===== config.mk =====
export PLATFORM = sky130hd
export DESIGN_NAME = uri_percent_decoder_core
export DESIGN_NICKNAME = d
export VERILOG_FILES = /design/src/rtl/core/upd_pkg.sv /design/src/rtl/core/upd_front.sv /design/src/rtl/core/upd_queue.sv /design/src/rtl/core/upd_back.sv /design/src/rtl/core/uri_percent_decoder_core.sv
export SDC_FILE = /design/constraint.sdc
export NUM_CORES = 1
export LEC_CHECK = 0
export BUFFER_PORTS_ARGS = -buffer_cell sky130_fd_sc_hd__buf_2
export CAP_MARGIN = 20
export CORE_MARGIN = 3
export CORE_UTILIZATION = 53
export CTS_CLUSTER_DIAMETER = 30
export CTS_CLUSTER_SIZE = 28
export DETAILED_ROUTE_END_ITERATION = 7
export PLACE_DENSITY = 0.76
export SLEW_MARGIN = 20
export SYNTH_ARGS = -nofsm -noshare
export SYNTH_HDL_FRONTEND = slang
export SYNTH_HIERARCHICAL = 1
export SYNTH_SLANG_ARGS = --single-unit

===== constraint.sdc =====
create_clock -name clk -period 3.99 [get_ports clk]
set_input_delay 0.5985 -clock clk [delete_from_list [all_inputs] [get_ports clk]]
set_output_delay 0.5985 -clock clk [all_outputs]
set_load 0.005 [all_outputs]

===== src/rtl/core/upd_pkg.sv =====
// Shared types, constants and helper functions of the URI percent decoder.
package upd_pkg;

  // Characters with a meaning of their own in the encoded text.
  localparam logic [7:0] CH_PLUS  = 8'h2B;
  localparam logic [7:0] CH_PCT   = 8'h25;
  localparam logic [7:0] CH_SPACE = 8'h20;
  localparam logic [7:0] CH_NUL   = 8'h00;

  // Output buffer size of the string consumer; the limit can never exceed it minus one.
  localparam int unsigned BUFFER_BYTES = 4096;
  localparam int unsigned LIMIT_W      = 12;
  localparam int unsigned LIMIT_MAX    = (1 << LIMIT_W) - 1;
  localparam logic [LIMIT_W-1:0] LIMIT_CAP =
      LIMIT_W'((BUFFER_BYTES - 1 > LIMIT_MAX) ? LIMIT_MAX : BUFFER_BYTES - 1);
  localparam logic [LIMIT_W-1:0] LIMIT_RESET = LIMIT_W'(LIMIT_MAX);

  // Depth of the queue between the front and the back.
  localparam int unsigned QUEUE_DEPTH = 4;
  localparam int unsigned QPTR_W      = $clog2(QUEUE_DEPTH);
  localparam int unsigned QCNT_W      = $clog2(QUEUE_DEPTH + 1);

  // Most operations that one input byte can cause.
  localparam int unsigned MAX_OPS = 3;

  // Escape parser state.
  typedef enum logic [1:0] {
    ST_IDLE,
    ST_PCT,
    ST_DIGIT
  } esc_state_t;

  // One operation for the back end: a decoded byte or an end of string.
  typedef struct packed {
    logic       is_end;
    logic [7:0] data;
  } op_t;

  // All operations caused by one input byte, oldest in slot 0.
  typedef struct packed {
    logic [1:0]          count;
    op_t [MAX_OPS-1:0]   ops;
  } bundle_t;

  // Queue handshake seen by the back end.
  typedef struct packed {
    logic empty;
    logic pop;
  } q_ctrl_t;

  // True for 0-9, a-f and A-F.
  function automatic logic is_hex(input logic [7:0] c);
    return (c >= 8'h30 && c <= 8'h39) || (c >= 8'h61 && c <= 8'h66) ||
           (c >= 8'h41 && c <= 8'h46);
  endfunction

  // Value of one hex digit; only called on a valid digit.
  function automatic logic [3:0] hex_value(input logic [7:0] c);
    logic [7:0] v;
    if (c >= 8'h30 && c <= 8'h39) begin
      v = c - 8'h30;
    end else if (c >= 8'h61 && c <= 8'h66) begin
      v = c - 8'h57;
    end else begin
      v = c - 8'h37;
    end
    return v[3:0];
  endfunction

endpackage


===== src/rtl/core/upd_front.sv =====
// Front end: accepts raw bytes, tracks escapes and turns each byte into operations.
module upd_front (
  input  logic             clk,
  input  logic             rst,
  input  logic             accept,
  input  logic [7:0]       in_byte,
  output upd_pkg::bundle_t bundle,
  output logic             bundle_valid
);
  import upd_pkg::*;

  esc_state_t state, state_next;
  logic [7:0] digit, digit_next;

  // Operations flushed from an ended escape (decoded or failed), then the one for the fresh byte.
  op_t        pre0, pre1, fresh;
  logic [1:0] pre_n;
  logic       fresh_v;
  logic       handled;

  // State register and the held first digit.
  always_ff @(posedge clk) begin
    if (rst) begin
      state <= ST_IDLE;
    end else if (accept) begin
      state <= state_next;
    end
    if (accept) begin
      digit <= digit_next;
    end
  end

  // Escape parsing and operation building.
  always_comb begin
    state_next = state;
    digit_next = digit;
    pre0       = '{is_end: 1'b0, data: CH_PCT};
    pre1       = '{is_end: 1'b0, data: digit};
    pre_n      = 2'd0;
    handled    = 1'b0;
    fresh      = '{is_end: 1'b0, data: in_byte};
    fresh_v    = 1'b0;

    unique case (state)
      ST_PCT: begin
        if (is_hex(in_byte)) begin
          digit_next = in_byte;
          state_next = ST_DIGIT;
          handled    = 1'b1;
        end else begin
          pre_n      = 2'd1;
          state_next = ST_IDLE;
        end
      end
      ST_DIGIT: begin
        if (is_hex(in_byte)) begin
          pre0       = '{is_end: 1'b0, data: {hex_value(digit), hex_value(in_byte)}};
          pre_n      = 2'd1;
          state_next = ST_IDLE;
          handled    = 1'b1;
        end else begin
          pre_n      = 2'd2;
          state_next = ST_IDLE;
        end
      end
      default: begin
      end
    endcase

    // A byte not absorbed by the escape is treated as a fresh byte.
    if (!handled) begin
      priority if (in_byte == CH_NUL) begin
        fresh      = '{is_end: 1'b1, data: CH_NUL};
        fresh_v    = 1'b1;
        state_next = ST_IDLE;
      end else if (in_byte == CH_PLUS) begin
        fresh   = '{is_end: 1'b0, data: CH_SPACE};
        fresh_v = 1'b1;
      end else if (in_byte == CH_PCT) begin
        state_next = ST_PCT;
      end else begin
        fresh_v = 1'b1;
      end
    end

    // Pack the flushed bytes first, the fresh operation after them.
    bundle.ops = '0;
    unique case (pre_n)
      2'd1: begin
        bundle.ops[0] = pre0;
        bundle.ops[1] = fresh;
      end
      2'd2: begin
        bundle.ops[0] = pre0;
        bundle.ops[1] = pre1;
        bundle.ops[2] = fresh;
      end
      default: begin
        bundle.ops[0] = fresh;
      end
    endcase
    bundle.count = pre_n + {1'b0, fresh_v};
    bundle_valid = accept && (bundle.count != 2'd0);
  end

endmodule


===== src/rtl/core/upd_queue.sv =====
// Short queue of operation bundles between the front and the back.
module upd_queue (
  input  logic             clk,
  input  logic             rst,
  input  logic             wr,
  input  upd_pkg::bundle_t wr_bundle,
  output logic             full,
  input  upd_pkg::q_ctrl_t ctrl_in,
  output logic             empty,
  output upd_pkg::bundle_t head
);
  import upd_pkg::*;

  bundle_t           mem [QUEUE_DEPTH];
  logic [QPTR_W-1:0] wptr, rptr;
  logic [QCNT_W-1:0] count;
  logic              rd;

  assign full  = (count == QCNT_W'(QUEUE_DEPTH));
  assign empty = (count == '0);
  assign rd    = ctrl_in.pop && !empty;
  assign head  = mem[rptr];

  // Storage, written at the tail.
  always_ff @(posedge clk) begin
    if (wr) begin
      mem[wptr] <= wr_bundle;
    end
  end

  // Pointers and fill count.
  always_ff @(posedge clk) begin
    if (rst) begin
      wptr  <= '0;
      rptr  <= '0;
      count <= '0;
    end else begin
      if (wr) begin
        wptr <= (wptr == QPTR_W'(QUEUE_DEPTH - 1)) ? '0 : wptr + QPTR_W'(1);
      end
      if (rd) begin
        rptr <= (rptr == QPTR_W'(QUEUE_DEPTH - 1)) ? '0 : rptr + QPTR_W'(1);
      end
      count <= count + QCNT_W'(wr) - QCNT_W'(rd);
    end
  end

endmodule


===== src/rtl/core/upd_back.sv =====
// Back end: limits output one operation per cycle unless stalled; holds a result.
module upd_back (
  input  logic                        clk,
  input  logic                        rst,
  input  logic                        cfg_we,
  input  logic [upd_pkg::LIMIT_W-1:0] cfg_wdata,
  input  logic                        q_empty,
  input  upd_pkg::bundle_t            head,
  output upd_pkg::q_ctrl_t            q_ctrl,
  output logic                        empty,
  input  logic                        pop,
  output logic [7:0]                  out_byte,
  output logic                        is_end,
  output logic                        truncated
);
  import upd_pkg::*;

  logic [LIMIT_W-1:0] limit, eff_limit, emitted;
  logic               dropped;
  logic [1:0]         idx;
  logic               out_valid;
  op_t                op;
  logic               last, room, slot_free, advance, load;

  // Current operation of the head bundle.
  always_comb begin
    unique case (idx)
      2'd1:    op = head.ops[1];
      2'd2:    op = head.ops[2];
      default: op = head.ops[0];
    endcase
  end

  // Decide whether the operation retires this cycle and whether it makes a result.
  assign eff_limit = (limit < LIMIT_CAP) ? limit : LIMIT_CAP;
  assign room      = emitted < eff_limit;
  assign slot_free = !out_valid || pop;
  assign last      = (idx == head.count - 2'd1);
  assign advance   = !q_empty && (slot_free || (!op.is_end && !room));
  assign load      = advance && (op.is_end || room);
  assign q_ctrl    = '{empty: q_empty, pop: advance && last};
  assign empty     = !out_valid;

  // Limit register, bundle index and per-string counters.
  always_ff @(posedge clk) begin
    if (rst) begin
      limit   <= LIMIT_RESET;
      idx     <= 2'd0;
      emitted <= '0;
      dropped <= 1'b0;
    end else begin
      if (cfg_we) begin
        limit <= cfg_wdata;
      end
      if (advance) begin
        idx <= last ? 2'd0 : idx + 2'd1;
        if (op.is_end) begin
          emitted <= '0;
          dropped <= 1'b0;
        end else if (room) begin
          emitted <= emitted + LIMIT_W'(1);
        end else begin
          dropped <= 1'b1;
        end
      end
    end
  end

  // Output register: one waiting result.
  always_ff @(posedge clk) begin
    if (rst) begin
      out_valid <= 1'b0;
    end else if (load) begin
      out_valid <= 1'b1;
    end else if (pop) begin
      out_valid <= 1'b0;
    end
    if (load) begin
      out_byte  <= op.data;
      is_end    <= op.is_end;
      truncated <= op.is_end && dropped;
    end
  end

endmodule


===== src/rtl/core/uri_percent_decoder_core.sv =====
// Top level of the streaming URI percent decoder.
//
// Takes one byte of a query-string component per cycle and decodes '+' to a
// space and '%' with two hex digits to the byte they encode; a broken escape is
// passed through literally. A zero byte ends the string and yields an end result
// that reports whether the output limit dropped any bytes. The front accepts a
// new byte every cycle while the four-entry queue has room, and writes the
// operations of that byte into the queue at the accepting edge. The back end
// retires one queued operation per cycle, though one that makes a result waits
// while an earlier result is still unpopped; a byte causes zero to three
// operations, dropped ones retiring as well, and held escape bytes cause none.
// A result passes through the queue and the output register on its way out.
// The limit register may be rewritten only while the block is idle.
module uri_percent_decoder_core (
  input  logic                        clk,
  input  logic                        rst,
  input  logic                        push,
  output logic                        full,
  input  logic [7:0]                  in_byte,
  output logic                        empty,
  input  logic                        pop,
  output logic [7:0]                  out_byte,
  output logic                        is_end,
  output logic                        truncated,
  input  logic                        cfg_we,
  input  logic [upd_pkg::LIMIT_W-1:0] cfg_wdata
);
  import upd_pkg::*;

  logic    accept;
  bundle_t fb, head;
  logic    fb_valid, q_empty;
  q_ctrl_t q_ctrl;

  assign accept = push && !full;

  // Byte classification and escape tracking.
  upd_front u_front (
    .clk          (clk),
    .rst          (rst),
    .accept       (accept),
    .in_byte      (in_byte),
    .bundle       (fb),
    .bundle_valid (fb_valid)
  );

  // Queue between the two halves.
  upd_queue u_queue (
    .clk       (clk),
    .rst       (rst),
    .wr        (fb_valid),
    .wr_bundle (fb),
    .full      (full),
    .ctrl_in   (q_ctrl),
    .empty     (q_empty),
    .head      (head)
  );

  // Output limit and result register.
  upd_back u_back (
    .clk       (clk),
    .rst       (rst),
    .cfg_we    (cfg_we),
    .cfg_wdata (cfg_wdata),
    .q_empty   (q_empty),
    .head      (head),
    .q_ctrl    (q_ctrl),
    .empty     (empty),
    .pop       (pop),
    .out_byte  (out_byte),
    .is_end    (is_end),
    .truncated (truncated)
  );

endmodule


==> out/results.tsv, run 1 <==
metric	value	unit
clock root cell	clkbuf_16	
Comb pwr share	23.1	%
most used cell, CP	ha_1	
fin area	9070	um2
Cell Area, Synth	8030	um2
DIE AREA	16700	um2
crit end category	flop	
Top-Level Pins	37	
clock latency at the later pin of the worst-skew pair	0.42	ns
CTS buffer count	17	
vias per cell	6.01	
beginning of the worst hold path	cfg_wdata[9]	
first-pass GRT wire length	26.1	mm
LEAKAGE	3.31	nW
routed wire length	16.3	mm
clk slew on worst S/H paths	0.06	ns
Worst path max stage delay	0.50	ns
RSZ-0062 raised after global routing	no	
initial DRC count	491	
starting density of the core	54.6	%
gr usage total	20.7	%
DR pass1 iterations	5	
worst hold slack	0.394	ns
Hold Buf Count CTS	0	
Post-DP Area	8450	um2
I/O Buffers	36	
global route overflow	0	
Final #Nets	684	
CP bufs+invs	3	
crit path launch	in_byte[0]	
kind of cell adding the most delay to the critical path	adder cells	
Pwr Total	5.31	mW
DP Cell Count	787	
Crit path required time	4.29	ns
htree depth	4	
Detail Placement HPWL	10.8	mm
Worst Skew	0.00919	ns
Psw	1.45	mW
CTS sink cnt	173	
Slew HR	45.1	%
Flop pwr share	44.0	%
CTS tree	built	
final worst slack	0.509	ns
Final period util	87.3	%
maxcap violations	0	
initial antenna violation count	0	
pre-CTS setup slack	0.0946	ns
drt wl/cell	19.9	um
total negative slack	0	ns
vias in the first global route	4929	
crit path launch type	input pin	
ratio of cells with drive above 1 in the final layout	20.5	%
fmax	287	MHz
Hold Path Class	input pin to flop	
cell count after synthesis	579	
Power per Cell Area	585	nW/um2
post-synth net total	641	
worst-margin pin slew	0.823	ns
Post-CTS Setup Bufs	0	
cells along the critical path	buf_2 > inv_1 > ha_1 > or4b_1 > o2111ai_1 > o211ai_4 > nand2_4 > o21ai_0 > ha_1 > xnor2_1 > o21a_1 > ha_1 > inv_1 > fa_1 > xnor3_1 > nor2_1	
Slew Limit Fails	0	
worst vdd ir	0.319	mV
switching portion of total power	27.3	%
Routed Antenna Nets	0	
crit-path max FO	9	
Core ar.	14700	um2
DR vias	4915	
Finish-stage setup viols	0	
Finished Core Util	61.7	%
DRC	0	
Crit Path Class	input pin to flop	
CTS Buffer Depth	2	
Final GP Congestion	0.951	
Area Overhead vs Synth	13.1	%
Resized cells post-CTS	0	
pin count of the biggest net entering global routing	30	
Worst path slowest cell	or4b_1	
syn_area_per_cell	13.9	um2
Die Ht	129	um
clock power share	32.9	%
YS warnings	6	
final-report hold violation count	0	
Critical Path AT	3.78	ns
# rows	44	
FF-to-FF Start	u_back/emitted[5]	
min Tclk post-route	3.48	ns
antenna cells	0	
status	completed	
Cell Int Power	3.86	mW
Final Instance Count excl. Fillers	818	
Die W	129	um
==> worst paths after layout <==
| path | to | slack (ns) | cells after the start |
|---|---|---|---|
| max | u_queue/count[2] | 0.51 | 16 |
| min | u_back/limit[9] | 0.39 | 3 |
| max reg2reg | u_queue/count[2] | 0.59 | 14 |
| min reg2reg | u_back/emitted[11] | 0.48 | 2 |
==> worst min-delay path, cell delays in order <==
cell and delay [ns]:
buf_2 0.08, nand2_1 0.04, o211ai_1 0.06
==> final cells by class <==
class	count	area [um2]
Clock inverter	12	195
Timing Repair Buffer	51	343
Inverter	34	128
Multi-Input combinational cell	345	2940
Fill cell	1073	5620
Clock buffer	19	433
Sequential cell	173	4810
Tap cell	184	230
==> state kept, by name (all words and copies together) (netlist names), 3 cells and up, named ones only <==
signal and count:
u_back/emitted 12, u_queue/count 3, u_back/limit 12, u_queue/mem 116
u_front/digit 8, u_back/out_byte 8
==> layer usage <==
layer  part of all wire, %  vias to the layer above  GRT usage [%]
li1                      -                     2279              -
met4                   1.7                        0           7.10
met3                   7.3                       23           6.02
met1                    42                     2414           27.1
met5                     0                        -              0
met2                    49                      199           33.4
==> cells in the final DEF, fill, tap and decap left out, types with 14 or more instances in the layout <==
cell and n:
dfxtp_1 38, buf_2 36, and2_1 16, inv_1 32
nor2_1 24, nand2_1 51, ha_1 36, a21oi_1 22
clkbuf_16 17, mux4_2 28, mux2i_1 17, o21ai_0 14
edfxtp_1 134, a22oi_1 17
==> power by group through the flow <==
stage,registers (mW),logic (mW),clock network (mW)
floorplan,2.35,0.849,0
global placement,2.36,1.17,0
detailed placement,2.37,1.22,0
CTS,2.34,1.23,1.78
global route,2.36,1.35,1.86
finish,2.34,1.22,1.75
Note: power is estimated with default switching activity, not from simulation.
==> inputs of run 2 (changes only) <==
--- a/config.mk
+++ b/config.mk
@@ -12,7 +12,7 @@
 export CTS_CLUSTER_DIAMETER = 30
 export CTS_CLUSTER_SIZE = 28
 export DETAILED_ROUTE_END_ITERATION = 7
-export PLACE_DENSITY = 0.76
+export PLACE_DENSITY = 0.73
 export SLEW_MARGIN = 20
 export SYNTH_ARGS = -nofsm -noshare
 export SYNTH_HDL_FRONTEND = slang
==> constraint.sdc (replaced) <==
create_clock -name clk -period 3.9 [get_ports clk]
set_input_delay 0.585 -clock clk [delete_from_list [all_inputs] [get_ports clk]]
set_output_delay 0.585 -clock clk [all_outputs]
set_load 0.005 [all_outputs]
==> run 2 against run 1 <==
Combinational power barely moved. Worst hold slack got worse by 0.013 ns. Cell count rose by 0.37%. Clock power fell by 9%. Critical path depth fell by 2. Sequential share of layout area rose by 0.33 points. Routed wire length fell by 3.0%. Flip-flop and latch count did not move. First-iteration DRC count fell by 12%. Register-to-register slack got worse by 0.098 ns. Critical path type is now flop to flop. Highest routed layer unchanged.
==> out/results.tsv, run 2 (same netlist as run 1, synthesis figures left out) <==
metric	value	unit
Resized cells post-CTS	0	
cells along the critical path	ha_1 > a2111oi_2 > o21ai_1 > a211o_2 > a21oi_2 > nor2_1 > o31a_1 > ha_1 > inv_1 > ha_1 > inv_1 > fa_1 > xnor3_1 > nor2_1	
Hold Buf Count CTS	0	
Crit path required time	4.20	ns
Top reg by flops	u_queue/mem	
CTS sink cnt	173	
Power per Cell Area	580	nW/um2
crit end category	flop	
clock latency at the later pin of the worst-skew pair	0.42	ns
Finish-stage setup viols	0	
min Tclk post-route	3.41	ns
DR vias	4840	
Post-CTS Setup Bufs	0	
Final GP Congestion	0.944	
Routed Antenna Nets	0	
worst vdd ir	0.321	mV
Slew HR	43.2	%
CTS tree	built	
Worst path max stage delay	0.49	ns
Worst path slowest cell	dfxtp_1	
Worst Reg-to-Reg Cells	14	
R2R setup slack	0.49	ns
Post-DP Area	8460	um2
DRC	0	
Core ar.	14700	um2
clk slew on worst S/H paths	0.06	ns
Critical Path AT	3.71	ns
clock root cell	clkbuf_16	
Hold Path Sink	u_back/limit[3]	
worst-margin pin slew	0.852	ns
CTS Buffer Depth	2	
# rows	44	
maxcap violations	0	
hold depth	3	
Largest register FFs	116	
first-pass GRT wire length	25.9	mm
met3 wire length	995	um
Crit Path Class	flop to flop	
met1 wire length	7.01	mm
antenna cells	0	
DR WL met2	7.52	mm
fmax	293	MHz
DP Cell Count	789	
top flop regs	u_queue/mem (116), u_back/emitted (12), u_back/limit (12)	
Slew Limit Fails	0	
crit path launch type	flop	
most frequent cells in the layout	edfxtp_1 (134), nand2_1 (51), dfxtp_1 (38)	
Hold Path Class	input pin to flop	
fin area	9020	um2
top layer in use	met4	
DIE AREA	16700	um2
initial antenna violation count	0	
CTS buffer count	17	
reg2reg end	u_queue/count[2]	
LEAKAGE	3.28	nW
pin count of the biggest net entering global routing	30	
beginning of the worst hold path	cfg_wdata[3]	
starting density of the core	54.6	%
routed wire length	15.8	mm
DR pass1 iterations	5	
global route overflow	0	
Finished Core Util	61.4	%
Worst Skew	0.00709	ns
crit-path max FO	15	
vias in the first global route	4839	
RSZ-0062 raised after global routing	no	
initial DRC count	433	
I/O Buffers	36	
status	completed	
total negative slack	0	ns
most common cell after layout, fill and taps aside	edfxtp_1	
Detail Placement HPWL	10.7	mm
ratio of cells with drive above 1 in the final layout	20.6	%
Top-Level Pins	37	
Area Overhead vs Synth	12.4	%
FF-to-FF Start	u_back/emitted[5]	
Die W	129	um
Final Instance Count excl. Fillers	821	
Final #Nets	686	
htree depth	4	
most used cell, CP	ha_1	
drt wl/cell	19.2	um
gr usage total	20.4	%
worst hold slack	0.380	ns
vias per cell	5.90	
final-report hold violation count	0	
Final period util	87.4	%
Die Ht	129	um
[run 2: critical path, delay by kind of cell (launching register included)]
family	cells	cell delay (ns)
compound gates	5	1.26
xor+xnor	1	0.21
fa+ha+maj	4	1.09
buf+inv	2	0.10
flops	1	0.49
simple gates	2	0.12
[run 2: metal layers]
metal	GRT usage (%)	vias to the layer above
met5	0	-
met4	7.41	0
met3	4.74	23
met2	31.8	175
met1	28.5	2364
li1	-	2278
[run 2: how the worst max path moves through the flow]
| stage | slack [ns] | cells past startpoint | endpoint | start |
|---|---|---|---|---|
| global placement | 0.21 | 16 | u_queue/count[2] | in_byte[1] |
| global route | 0.22 | 14 | u_queue/count[2] | u_back/emitted[5] |
| floorplan | 0.02 | 9 | u_queue/mem[0][0] | in_byte[3] |
| CTS | 0.48 | 14 | u_queue/count[2] | u_back/emitted[5] |
| detailed placement | 0.08 | 16 | u_queue/count[2] | in_byte[1] |
| finish | 0.49 | 14 | u_queue/count[2] | u_back/emitted[5] |
[run 2: final cells by class]
cell class,count,area (um2)
Fill cell,1108,5680
Sequential cell,173,4810
Multi-Input combinational cell,345,2940
Clock buffer,19,433
Timing Repair Buffer,53,358
Tap cell,184,230
Inverter,34,128
Clock inverter,13,124
[run 2: power breakdown]
part           total (mW)  internal [mW]  leakage [nW]  switching, mW
clock network        1.60          0.932         0.259          0.669
logic                1.24          0.528          1.44          0.708
registers            2.40           2.29          1.58          0.102
total                5.23           3.75          3.28           1.48
[run 2: per-stage QoR]
stage	total power, mW	setup slack [ns]
after global placement	3.62	0.210
after detailed placement	3.68	0.0770
final	5.23	0.492
after floorplan	3.28	0.0194
after global routing	5.52	0.219
after CTS	5.28	0.484
==> inputs of run 3 (changes only) <==
--- a/config.mk
+++ b/config.mk
@@ -7,6 +7,7 @@
 export LEC_CHECK = 0
 export BUFFER_PORTS_ARGS = -buffer_cell sky130_fd_sc_hd__buf_2
 export CAP_MARGIN = 20
+export CORE_ASPECT_RATIO = 0.7
 export CORE_MARGIN = 3
 export CORE_UTILIZATION = 53
 export CTS_CLUSTER_DIAMETER = 30
==> run 3 against run 2 <==
Register-to-register slack barely moved. Flip-flop and latch count did not move. Clock power fell by 6%. Worst setup slack got worse by 0.013 ns. Non-clock buffer count rose by 2. Global-route usage rose by 0.96 points. Fmax fell by 0.38%. First-iteration DRC count rose by 27%. Power fell by 0.67%. Cell count rose by 0.97%. Highest routed layer unchanged.
==> out/results.tsv, run 3 (same netlist as run 1, synthesis figures left out) <==
metric	value	unit
most common cell after layout, fill and taps aside	edfxtp_1	
pin count of the biggest net entering global routing	30	
LEAKAGE	3.29	nW
Core ar.	14400	um2
pre-CTS setup slack	0.139	ns
Final period util	87.7	%
Top-Level Pins	37	
vias per cell	5.99	
Crit path required time	4.20	ns
worst hold slack	0.377	ns
Resized cells post-CTS	0	
global route overflow	0	
global routing usage on met3	5.95	%
crit-path max FO	9	
Largest register FFs	116	
Final #Nets	688	
Detail Placement HPWL	11.4	mm
most frequent cells in the layout	edfxtp_1 (134), nand2_1 (51), dfxtp_1 (38)	
Hold Buf Count CTS	0	
htree depth	4	
antenna cells	0	
starting density of the core	55.9	%
Routed Antenna Nets	0	
Finish-stage setup viols	0	
total negative slack	0	ns
DRC	0	
CTS buffer count	17	
Hold Path Class	input pin to flop	
Top reg by flops	u_queue/mem	
CTS Buffer Depth	2	
final-report hold violation count	0	
beginning of the worst hold path	cfg_wdata[9]	
top flop regs	u_queue/mem (116), u_back/emitted (12), u_back/limit (12)	
ratio of cells with drive above 1 in the final layout	21.3	%
Crit Path Class	flop to flop	
Post-CTS Setup Bufs	0	
# rows	36	
maxcap violations	0	
clock latency at the later pin of the worst-skew pair	0.42	ns
fmax	292	MHz
GRT Max-Usage Layer	met1	
crit path launch	u_back/idx[0]	
Finished Core Util	62.8	%
Slew HR	39.4	%
DIE AREA	16700	um2
Final GP Congestion	0.917	
min Tclk post-route	3.42	ns
vias in the first global route	4920	
routed wire length	16.8	mm
crit end category	flop	
FF-to-FF Start	u_back/idx[0]	
clk slew on worst S/H paths	0.06	ns
routing usage on met1	31.8	%
Area Overhead vs Synth	12.4	%
crit path launch type	flop	
final worst slack	0.479	ns
initial DRC count	551	
worst-margin pin slew	0.902	ns
drt wl/cell	20.3	um
initial antenna violation count	0	
clock root cell	clkbuf_16	
I/O Buffers	36	
worst vdd ir	0.311	mV
Critical Path AT	3.72	ns
status	completed	
gr usage total	21.4	%
Worst Skew	0.0100	ns
M2 GR Usage	31.6	%
DR pass1 iterations	5	
Die Ht	109	um
DR vias	4969	
CTS tree	built	
Die W	153	um
Slew Limit Fails	0	
Power per Cell Area	576	nW/um2
first-pass GRT wire length	27.1	mm
RSZ-0062 raised after global routing	no	
CTS sink cnt	173	
## run 3: cell types whose count changed in the layout (fill, tap and decap cells not counted), sizes merged
cell,change
clkinv,+3
buf,+2
bufinv,-2
clkbuf,-1
clkinvlp,-1
inv,+1
## run 3: per-layer routing
layer / share of wire [%] / wire [um]
met5: 0 / 0
met4: 0.56 / 94
met3: 10 / 1760
met2: 45 / 7500
met1: 44 / 7460
## run 3: cell type report
type	instances	area, um2
Fill cell	1075	5350
Sequential cell	173	4810
Multi-Input combinational cell	345	2940
Clock buffer	18	429
Timing Repair Buffer	55	385
Tap cell	190	238
Inverter	34	128
Clock inverter	14	97.6
## run 3: worst max-delay path, cell delays in order (launching register included)
cell	delay [ns]
dfxtp_1	0.42
ha_1	0.61
a22oi_1	0.16
o21a_2	0.24
inv_2	0.12
nor2_1	0.07
a21oi_2	0.28
nor2_1	0.09
o31a_1	0.17
ha_1	0.29
inv_1	0.06
ha_1	0.13
inv_1	0.05
fa_1	0.36
xnor3_1	0.21
nor2_1	0.04
## run 3: path summary, 6_finish.rpt
kind	to	cells after the start	slack, ns
max	u_queue/count[2]	15	0.48
min	u_back/limit[9]	3	0.38
max reg2reg	u_queue/count[2]	15	0.48
min reg2reg	u_back/emitted[11]	2	0.48
## run 3: through the flow
| stage | total power, mW | cell area, um2 | cells |
|---|---|---|---|
| final | 5.20 | 9020 | 829 |
| after detailed placement | 3.72 | 8500 | 797 |
| after global routing | 5.46 | 9020 | 829 |
| after floorplan | 3.28 | 8030 | 579 |
| after global placement | 3.67 | 8500 | 797 |
| after CTS | 5.23 | 9020 | 829 |
## run 3: where the power goes
group	internal, mW	switching [mW]	total (mW)
Combinational	0.534	0.772	1.31
Clock	0.812	0.689	1.50
Sequential	2.29	0.0980	2.39
Total	3.64	1.56	5.20
